File: config.mk
export PLATFORM = sky130hd
export DESIGN_NAME = iso_tp_frame_reassembler
export DESIGN_NICKNAME = d
export VERILOG_FILES = /design/src/design/itfr_pkg.sv /design/src/design/itfr_ctrl.sv /design/src/design/itfr_datapath.sv /design/src/design/iso_tp_frame_reassembler.sv
export SDC_FILE = /design/constraint.sdc
export NUM_CORES = 1
export LEC_CHECK = 0
export BUFFER_PORTS_ARGS = -buffer_cell sky130_fd_sc_hd__buf_4
export CAP_MARGIN = 30
export CORE_ASPECT_RATIO = 2
export CORE_MARGIN = 5
export CORE_UTILIZATION = 48
export DETAILED_ROUTE_END_ITERATION = 10
export PLACE_DENSITY_LB_ADDON = 0.15
export RECOVER_POWER = 100
export SLEW_MARGIN = 10
export SYNTH_ARGS = -nofsm -noshare
export SYNTH_HDL_FRONTEND = slang
export SYNTH_SLANG_ARGS = --single-unit
File: constraint.sdc
create_clock -name clk -period 3 [get_ports clk]
set_clock_uncertainty 0.15 [all_clocks]
set_input_delay 0 -clock clk [delete_from_list [all_inputs] [get_ports clk]]
set_output_delay 0 -clock clk [all_outputs]
set_load 0.05 [all_outputs]
File: src/design/itfr_pkg.sv
// ----------------------------------------------------------------------------
// itfr_pkg
// Shared types and constants for the ISO-TP frame reassembler: frame type
// codes, result status codes, controller states and the command/status
// bundles between controller and datapath.
// ----------------------------------------------------------------------------
package itfr_pkg;

  localparam int IdW    = 12;
  localparam int ByteW  = 8;
  localparam int LenW   = 12;
  localparam int NumDat = 7;
  localparam int PtrW   = 3;

  localparam logic [3:0] FT_SINGLE = 4'd0;
  localparam logic [3:0] FT_FIRST  = 4'd1;
  localparam logic [3:0] FT_CONSEC = 4'd2;
  localparam logic [3:0] FT_FLOW   = 4'd3;

  localparam logic [3:0]      SF_MAX_LEN    = 4'd7;
  localparam logic [LenW-1:0] FF_MIN_LEN    = 12'd7;
  localparam logic [LenW-1:0] FF_DATA_BYTES = 12'd6;
  localparam logic [LenW-1:0] CF_DATA_BYTES = 12'd7;
  localparam logic [PtrW-1:0] FF_FIRST_IDX  = 3'd1;
  localparam logic [PtrW-1:0] FF_COUNT      = 3'd6;
  localparam logic [PtrW-1:0] CF_COUNT      = 3'd7;

  typedef enum logic [1:0] {
    ST_OK       = 2'd0,
    ST_BAD_TYPE = 2'd1,
    ST_BAD_LEN  = 2'd2
  } status_t;

  typedef enum logic {
    S_IDLE = 1'b0,
    S_EMIT = 1'b1
  } state_t;

  typedef struct packed {
    logic load;
    logic advance;
  } cmd_t;

  typedef struct packed {
    logic has_results;
    logic last_beat;
  } stat_t;

endpackage

File: src/design/itfr_ctrl.sv
// ----------------------------------------------------------------------------
// itfr_ctrl
// Controller: takes one frame while idle, then hands out its results, if any,
// one transaction per cycle while out_tready is high, until the last is taken.
// ----------------------------------------------------------------------------
module itfr_ctrl (
  input  logic           clk,
  input  logic           rst_n,
  input  logic           in_tvalid,
  output logic           in_tready,
  output logic           out_tvalid,
  input  logic           out_tready,
  input  itfr_pkg::stat_t stat,
  output itfr_pkg::cmd_t  cmd
);

  itfr_pkg::state_t state_r, state_nxt;

  always_ff @(posedge clk) begin
    if (!rst_n) begin
      state_r <= itfr_pkg::S_IDLE;
    end else begin
      state_r <= state_nxt;
    end
  end

  always_comb begin
    state_nxt   = state_r;
    in_tready   = 1'b0;
    out_tvalid  = 1'b0;
    cmd.load    = 1'b0;
    cmd.advance = 1'b0;
    case (state_r)
      itfr_pkg::S_IDLE: begin
        in_tready = 1'b1;
        if (in_tvalid) begin
          cmd.load = 1'b1;
          if (stat.has_results) begin
            state_nxt = itfr_pkg::S_EMIT;
          end
        end
      end
      itfr_pkg::S_EMIT: begin
        out_tvalid = 1'b1;
        if (out_tready) begin
          cmd.advance = 1'b1;
          if (stat.last_beat) begin
            state_nxt = itfr_pkg::S_IDLE;
          end
        end
      end
      default: begin
        state_nxt = itfr_pkg::S_IDLE;
      end
    endcase
  end

endmodule

File: src/design/itfr_datapath.sv
// ----------------------------------------------------------------------------
// itfr_datapath
// Datapath: decodes the frame type, keeps the open-message length and halt
// flag, holds the frame bytes and steps a byte pointer over the results.
// ----------------------------------------------------------------------------
module itfr_datapath (
  input  logic                           clk,
  input  logic                           rst_n,
  input  logic [itfr_pkg::IdW-1:0]       can_id,
  input  logic [itfr_pkg::ByteW-1:0]     pci_byte,
  input  logic [itfr_pkg::ByteW-1:0]     data_in [itfr_pkg::NumDat],
  input  itfr_pkg::cmd_t                 cmd,
  output itfr_pkg::stat_t                stat,
  output logic [itfr_pkg::IdW-1:0]       header_out,
  output logic [itfr_pkg::ByteW-1:0]     payload_byte,
  output logic                           byte_valid,
  output logic                           message_first,
  output logic                           message_last,
  output logic                           run_last,
  output itfr_pkg::status_t              status
);

  // model state
  logic [itfr_pkg::LenW-1:0] rem_r, rem_nxt;
  logic                      open_r, open_nxt;
  logic                      halt_r, halt_nxt;

  // current frame
  logic [itfr_pkg::IdW-1:0]   hdr_r;
  logic [itfr_pkg::ByteW-1:0] bytes_r [itfr_pkg::NumDat];
  logic [itfr_pkg::PtrW-1:0]  ptr_r, ptr_nxt;
  logic [itfr_pkg::PtrW-1:0]  left_r, left_nxt;
  logic                       valid_r, valid_nxt;
  logic                       first_r, first_nxt;
  logic                       close_r, close_nxt;
  logic                       beat0_r;
  itfr_pkg::status_t          status_r, status_nxt;

  logic [3:0]                ftype;
  logic [3:0]                flow;
  logic [itfr_pkg::LenW-1:0] ff_len;
  logic [itfr_pkg::LenW-1:0] cf_take;
  logic                      has_res;

  assign ftype   = pci_byte[7:4];
  assign flow    = pci_byte[3:0];
  assign ff_len  = {flow, data_in[0]};
  assign cf_take = (rem_r > itfr_pkg::CF_DATA_BYTES) ? itfr_pkg::CF_DATA_BYTES : rem_r;

  always_comb begin
    rem_nxt    = rem_r;
    open_nxt   = open_r;
    halt_nxt   = halt_r;
    has_res    = 1'b0;
    ptr_nxt    = '0;
    left_nxt   = 3'd1;
    valid_nxt  = 1'b0;
    first_nxt  = 1'b0;
    close_nxt  = 1'b0;
    status_nxt = itfr_pkg::ST_OK;
    if (!halt_r) begin
      case (ftype)
        itfr_pkg::FT_SINGLE: begin
          has_res = 1'b1;
          if (flow > itfr_pkg::SF_MAX_LEN) begin
            status_nxt = itfr_pkg::ST_BAD_LEN;
          end else if (flow == 4'd0) begin
            first_nxt = 1'b1;
            close_nxt = 1'b1;
          end else begin
            valid_nxt = 1'b1;
            first_nxt = 1'b1;
            close_nxt = 1'b1;
            left_nxt  = flow[itfr_pkg::PtrW-1:0];
          end
        end
        itfr_pkg::FT_FIRST: begin
          has_res = 1'b1;
          if (ff_len < itfr_pkg::FF_MIN_LEN) begin
            open_nxt   = 1'b0;
            rem_nxt    = '0;
            status_nxt = itfr_pkg::ST_BAD_LEN;
          end else begin
            open_nxt  = 1'b1;
            rem_nxt   = ff_len - itfr_pkg::FF_DATA_BYTES;
            valid_nxt = 1'b1;
            first_nxt = 1'b1;
            ptr_nxt   = itfr_pkg::FF_FIRST_IDX;
            left_nxt  = itfr_pkg::FF_COUNT;
          end
        end
        itfr_pkg::FT_CONSEC: begin
          if (open_r && (rem_r != '0)) begin
            has_res   = 1'b1;
            rem_nxt   = rem_r - cf_take;
            valid_nxt = 1'b1;
            left_nxt  = cf_take[itfr_pkg::PtrW-1:0];
            if (rem_r == cf_take) begin
              close_nxt = 1'b1;
              open_nxt  = 1'b0;
            end
          end
        end
        itfr_pkg::FT_FLOW: begin
          has_res = 1'b0;
        end
        default: begin
          has_res    = 1'b1;
          halt_nxt   = 1'b1;
          open_nxt   = 1'b0;
          rem_nxt    = '0;
          status_nxt = itfr_pkg::ST_BAD_TYPE;
        end
      endcase
    end
  end

  always_ff @(posedge clk) begin
    if (!rst_n) begin
      rem_r  <= '0;
      open_r <= 1'b0;
      halt_r <= 1'b0;
    end else if (cmd.load) begin
      rem_r  <= rem_nxt;
      open_r <= open_nxt;
      halt_r <= halt_nxt;
    end
  end

  always_ff @(posedge clk) begin
    if (cmd.load) begin
      hdr_r    <= can_id;
      bytes_r  <= data_in;
      ptr_r    <= ptr_nxt;
      left_r   <= left_nxt;
      valid_r  <= valid_nxt;
      first_r  <= first_nxt;
      close_r  <= close_nxt;
      status_r <= status_nxt;
      beat0_r  <= 1'b1;
    end else if (cmd.advance) begin
      ptr_r   <= ptr_r + 3'd1;
      left_r  <= left_r - 3'd1;
      beat0_r <= 1'b0;
    end
  end

  assign stat.has_results = has_res;
  assign stat.last_beat   = (left_r == 3'd1);

  assign header_out    = hdr_r;
  assign payload_byte  = valid_r ? bytes_r[ptr_r] : '0;
  assign byte_valid    = valid_r;
  assign message_first = first_r & beat0_r;
  assign message_last  = close_r & (left_r == 3'd1);
  assign run_last      = (left_r == 3'd1);
  assign status        = status_r;

endmodule

File: src/design/iso_tp_frame_reassembler.sv
// ----------------------------------------------------------------------------
// iso_tp_frame_reassembler
// Reassembles ISO-TP messages from CAN frames, at most one message byte per result.
// ----------------------------------------------------------------------------
// The first result is valid in the cycle after the frame transaction.
// Throughput: one result per cycle while out_tready is high; a frame holds the
// input until its N results are taken, N = 0 to 7, set by the single output byte pointer stepping the frame.
// Reset: synchronous rst_n clears the controller, open message, remaining
// count and halt flag; no clearing pass.
module iso_tp_frame_reassembler (
  input  logic        clk,
  input  logic        rst_n,
  input  logic        in_tvalid,
  output logic        in_tready,
  input  logic [79:0] in_tdata,   // can_id, pci_byte, data_1 .. data_7, pad
  output logic        out_tvalid,
  input  logic        out_tready,
  output logic [23:0] out_tdata,  // header_out, payload_byte, pad
  output logic [4:0]  out_tuser,  // byte_valid, message_first, message_last, status
  output logic        out_tlast
);

  itfr_pkg::cmd_t    cmd;
  itfr_pkg::stat_t   stat;
  itfr_pkg::status_t status;

  logic [itfr_pkg::ByteW-1:0] data_in [itfr_pkg::NumDat];
  logic [itfr_pkg::IdW-1:0]   header_out;
  logic [itfr_pkg::ByteW-1:0] payload_byte;
  logic                       byte_valid;
  logic                       message_first;
  logic                       message_last;
  logic                       run_last;

  always_comb begin
    for (int k = 0; k < itfr_pkg::NumDat; k++) begin
      data_in[k] = in_tdata[20 + 8*k +: 8];
    end
  end

  itfr_ctrl u_ctrl (
    .clk        (clk),
    .rst_n      (rst_n),
    .in_tvalid  (in_tvalid),
    .in_tready  (in_tready),
    .out_tvalid (out_tvalid),
    .out_tready (out_tready),
    .stat       (stat),
    .cmd        (cmd)
  );

  itfr_datapath u_datapath (
    .clk           (clk),
    .rst_n         (rst_n),
    .can_id        (in_tdata[11:0]),
    .pci_byte      (in_tdata[19:12]),
    .data_in       (data_in),
    .cmd           (cmd),
    .stat          (stat),
    .header_out    (header_out),
    .payload_byte  (payload_byte),
    .byte_valid    (byte_valid),
    .message_first (message_first),
    .message_last  (message_last),
    .run_last      (run_last),
    .status        (status)
  );

  assign out_tdata = {4'd0, payload_byte, header_out};
  assign out_tuser = {status, message_last, message_first, byte_valid};
  assign out_tlast = run_last;

endmodule
# --- Yosys cells after proc, flatten, opt, wreduce, memory -nomap -nowiden ---
# Index checks and enable logic that the tools add are counted.
op_classes:
  addsub: 4
  magnitude_cmp: 4
  n_eq_ne: 7
  mux: 52
  bitwise: 6
  n_reduce_logical: 10
op_table:
  columns: ["op", "count"]
  rows:
  - ["2-to-1 mux 12 bit", 3]
  - ["case mux 12 bit (3 select lines)", 1]
  - ["2-to-1 mux 3 bit", 11]
  - ["binary-select mux 8 bit (select 3 bit)", 1]
  - ["2-to-1 mux 8 bit", 3]
  - ["2-to-1 mux 1 bit", 23]
  - ["== test 12 bit", 1]
  - ["greater-than comparator 12 x 3 -> 1 bit, second input constant", 1]
  - ["< comparator 12 x 3 -> 1 bit, second input constant", 1]
  - ["nonzero test 12 bit", 1]
  - ["subtractor 12 bit", 1]
  - ["subtractor 12 x 3 -> 12 bit, second input constant", 1]
  - ["case mux 3 bit (3 select lines)", 1]
  - ["== test 4 x 2 -> 1 bit, second input constant", 2]
  - ["zero test 4 bit", 2]
  - ["case mux 1 bit (2 select lines)", 4]
  - ["case mux 1 bit (3 select lines)", 2]
  - ["case mux 2 bit (3 select lines)", 1]
  - ["AND reduction 5 bit", 1]
  - ["== test 4 x 1 -> 1 bit, second input constant", 1]
  - [">= comparator 4 bit, second input constant", 1]
  - ["greater-than comparator 4 x 3 -> 1 bit, second input constant", 1]
  - ["2-to-1 mux 2 bit", 2]
  - ["inequality test 2 x 1 -> 1 bit, second input constant", 2]
  - ["other kinds (11)", 15]
word_totals:
  ff_bits: 95
  input_bits: 84
  output_inout_bits: 32
  elab_cells: 102

# --- Depth between registers and ports, before layout ---
depth:
  depth_word: 8
  mapped_depth: 10
  mapped_depth_nobuf: 9

# --- Cells and area by module ---
# Synthesis repeated with hierarchy kept, for this count alone.
hier_totals:
  hier_cells: 355
  area_unflattened_um2: 4609.4
by_module_without_submodules:
  columns: ["module", "n_inst", "cells_each", "area_per_inst_um2", "seq_area_each_um2"]
  rows:
  - ["itfr_datapath", 1, 340, 4495.6, 2672.6]
  - ["itfr_ctrl", 1, 7, 57.6, 20.0]
  - ["iso_tp_frame_reassembler", 1, 8, 56.3, 0.0]

# --- Least setup slack after synthesis ---
# Ideal clock, no wire load.
synth_path:
  path_type: "reg2reg"
  startpoint: "register u_ctrl.state_r"
  endpoint: "register u_datapath.left_r[2] (netlist name), data pin"
  setup_ps: 319
  arrival_time_ps: 2967
  t_required_ps: 2531
  slack_ps: -436
  path_stages_with_launch: 5
  path_buffers: 0
  synth_period_minus_slack_ps: 3436
  path_cell_list: "dfxtp_1 > nand2b_1 > clkinv_1 > nand2_1 > o22ai_1"
synth_rtl:
  columns: ["element", "line_no", "rtl"]
  rows:
  - ["start: declaration", "itfr_ctrl.sv:17", "itfr_pkg::state_t state_r, state_nxt;"]
  - ["start signal: assignment", "itfr_ctrl.sv:21", "state_r <= itfr_pkg::S_IDLE;"]
  - ["start signal: assignment", "itfr_ctrl.sv:23", "state_r <= state_nxt;"]
  - ["end signal: assignment", "itfr_datapath.sv:135", "left_r <= left_nxt;"]
  - ["end signal: assignment", "itfr_datapath.sv:143", "left_r <= left_r - 3'd1;"]
  - ["end: declaration", "itfr_datapath.sv:32", "logic [itfr_pkg::PtrW-1:0] left_r, left_nxt;"]

# --- Worst setup path after layout ---
layout_path:
  startpoint: "register u_datapath.rem_r[2] (netlist name)"
  endpoint: "register u_ctrl.state_r"
layout_via:
  elab_chain_len: 8
layout_rtl:
  columns: ["element", "line_no", "rtl"]
  rows:
  - ["start: declaration", "itfr_datapath.sv:24", "logic [itfr_pkg::LenW-1:0] rem_r, rem_nxt;"]
  - ["start signal: assignment", "itfr_datapath.sv:124", "rem_r <= rem_nxt;"]
  - ["nonzero test 12 bit", "itfr_datapath.sv:93", "if (open_r && (rem_r != '0)) begin"]
  - ["logical AND 1 bit", "itfr_datapath.sv:93", null]
  - ["2-to-1 mux 1 bit", "itfr_datapath.sv:93", null]
  - ["case mux 1 bit (2 select lines)", "itfr_datapath.sv:62", "case (ftype)"]
  - ["2-to-1 mux 1 bit", "itfr_datapath.sv:61", "if (!halt_r) begin"]
  - ["2-to-1 mux 1 bit", "itfr_ctrl.sv:38", "if (stat.has_results) begin"]
  - ["2-to-1 mux 1 bit", "itfr_ctrl.sv:36", "if (in_tvalid) begin"]
  - ["case mux 1 bit (2 select lines)", "itfr_ctrl.sv:33", "case (state_r)"]
# Every way passes these cells.
# A chain may end at the register's enable or synchronous reset.

==> impl_metrics.ini <==
[status]
outcome = finished clean

[sta]
slew_violations = 0
setup_viol = 0
fin_crit_sh_pct = 92.9
report.final.hold_viol_count = 0
worstMarginPinSlew_ns = 1.24
timing.fmax_mhz = 359
rsz0062_at_grt = false
min_period_ns = 2.79
relSlewSlack_pct = 17.6
finalSetupTns_ns = 0

[setup_path]
max_stage_delay_ns = 0.59
cp_data_arrival_time_ns = 2.87
cp_top_family = buffers and inverters
cp_slowest_cell = dlygate4sd3_1
worst-path-max-fanout = 9
crit_type = reg2reg
cp-end-kind = flop
path_cells = nor3_1 > clkbuf_1 > and4_1 > o311ai_0 > dlygate4sd3_1 > a22oi_1 > nor2_1
critPathRequiredTime_ns = 3.08
cp_num_buf_inv = 2
critPathLaunchType = flop

[drt]
drt-total-wl_um = 13100
ant_nets = 0
firstDrtPassIters = 4
vias = 3627
wl_per_cell_um = 20.5
drt-vias-per-instance = 5.66
drcViolationCount = 0
drtIter0Drc = 264

[synth]
ys_warn_count = 0
syn_area_per_cell_sq_um = 12.8
synth.area.top_cells = edfxtp_1 (53%), dfxtp_1 (7.2%), mux4_2 (4.0%)
synth_top_flop_cell = edfxtp_1
yosys-top-cells-count = edfxtp_1 (79), nand2_1 (27), nor2_1 (22)
synth_edf_count = 79
synth_top_area_share_pct = 53.3
synth-seq-cells = 95
synthArstFlopShare_pct = 0
synth_seq_area_share_pct = 60.5
netlist_area_sq_um = 4450
synth_cells = 347
yosys.area.top_type = edfxtp_1
synth_cell_type_count = 64
synthMostInstantiatedCell = edfxtp_1

[job]
drv_cap = 0

[placed_design]
finalWeightedCongestion = 1.01
placed_area_sq_um = 5360
dp_hpwl_um = 9060
io_buffers = 107

[floorplanning]
start_util_pct = 49.4
ios = 116
num_rows = 49
die_w_um = 78.1
die_area_sq_um = 11400
die_height_um = 146
core_sq_um = 9010

[power]
p_int_mw = 2.49
vdd_drop_max_mv = 0.357
power_density_nw_per_um2 = 551
pwr-share-seq_pct = 46.3
power_switching_share_pct = 28.1
leakagePower_nw = 2.41
p_switching_mw = 0.974
clockPowerShare_pct = 33.4
pwr-share-comb_pct = 20.3

[final_layout]
final_layout_size_suffix_gt1_share_pct = 21.2
fin_nets = 622
area_growth_pct = 41.2
stdcell_area_sq_um = 6290

[global_routing]
antenna_found_initial = 1
grt_max_degree = 53
grt.overflow.total = 0
grt_pass1_wl_um = 20300
grt_pass1_vias = 3891
grt_use_total_pct = 23.2

[clocking]
clk_latency_ns = 0.34
clock-sinks = 95
cts_tree = yes
path_clk_slew_ns = 0.07
root_buffer = clkbuf_16
cts_buffer_depth = 2
htreeDepth = 3
numCtsBuffers = 9

[worst_hold_path]
min_path_type = in2reg
-- flip-flops by register name (all words and copies together), names as in the netlist --
signal	count
u_datapath.bytes_r	56
u_datapath.header_out	12
u_datapath.rem_r	12
u_datapath.left_r	3
u_datapath.ptr_r	3
u_datapath.status	2
u_ctrl.state_r	1
u_datapath.beat0_r	1
u_datapath.byte_valid	1
u_datapath.close_r	1
u_datapath.first_r	1
u_datapath.halt_r	1
u_datapath.open_r	1
-- kinds of logic after synthesis --
kind of cell    synth area share [%]
other cells                   0.0842
fa+ha+maj                       1.40
simple gates                    13.4
compound gates                  12.9
flops                           60.5
mux                             6.29
xor+xnor                        2.16
buf+inv                         3.29
-- per-layer routing --
layer  vias to the layer above  GRT usage, %  wire length (um)
li1                       1719             -                 -
met1                      1751          23.3              4340
met2                       122          42.6              7670
met3                        35          5.06               578
met4                         0          12.6               530
met5                         -             0                 0
-- path summary, 6_finish.rpt --
path | start | end | slack, ns | cells past startpoint
min reg2reg | u_datapath.rem_r[9]$_SDFFE_PN0P_ | u_datapath.rem_r[9]$_SDFFE_PN0P_ | 0.36 | 2
max | u_datapath.rem_r[2]$_SDFFE_PN0P_ | u_ctrl.state_r$_SDFF_PN0_ | 0.21 | 7
max reg2reg | u_datapath.rem_r[2]$_SDFFE_PN0P_ | u_ctrl.state_r$_SDFF_PN0_ | 0.21 | 7
min | in_tdata[14] | u_datapath.rem_r[10]$_SDFFE_PN0P_ | 0.03 | 3
-- cells in the final DEF, fill, tap and decap left out, drive strengths merged, types with 5 or more instances in the layout --
cell type	n
o211ai	10
inv	11
dfxtp	16
buf	16
nand2b	6
a21oi	10
clkbuf	109
nor3	13
xnor2	7
nor2	22
dlygate4sd3	78
nand3	7
mux2i	10
ha	5
edfxtp	79
o211a	8
o21ai	10
or3	5
nand2	27
nor4	8
mux4	8
-- worst register-to-register path: cells and delay by family, from the launching register on --
family	cells	cell delay, ns
AOI/OAI and AO/OA	2	0.34
buffers and inverters	2	0.91
DFF	1	0.39
and+or+nand+nor	3	0.89
-- power groups by stage --
stage	logic, mW	registers, mW	clock network (mW)
finish	0.703	1.60	1.16
floorplan	0.382	1.65	0
global placement	0.645	1.62	0
detailed placement	0.654	1.63	0
CTS	0.741	1.60	1.18
global route	0.750	1.61	1.24
-- timing repair --
action                                 in CTS  in global routing
hold buffers                               78                  0
gates resized for setup                     0                  0
buffers inserted                            0                  0
endpoints found under the hold margin      84                  0
-- area by class of cell --
type	instances	area, sq um
Fill cell	670	2730
Sequential cell	95	2690
Multi-Input combinational cell	224	1610
Timing Repair Buffer	194	1510
Clock buffer	9	225
Tap cell	102	128
Clock inverter	7	78.8
Inverter	9	35.0
Antenna cell	1	2.50
-- metrics by stage --
step / setup slack, ns / util (%) / hold WS, ns / cells / power, mW
global placement: 0.419 / 59.5 / 0.0287 / 546 / 2.27
floorplan: 0.400 / - / -0.0511 / 350 / 2.03
global route: 0.125 / 69.7 / 0.0150 / 641 / 3.60
detailed placement: 0.364 / 59.5 / 0.0293 / 546 / 2.28
CTS: 0.340 / 71.6 / 0.0164 / 640 / 3.52
finish: 0.214 / 69.7 / 0.0252 / 641 / 3.46
(Power assumes the default switching activity.)
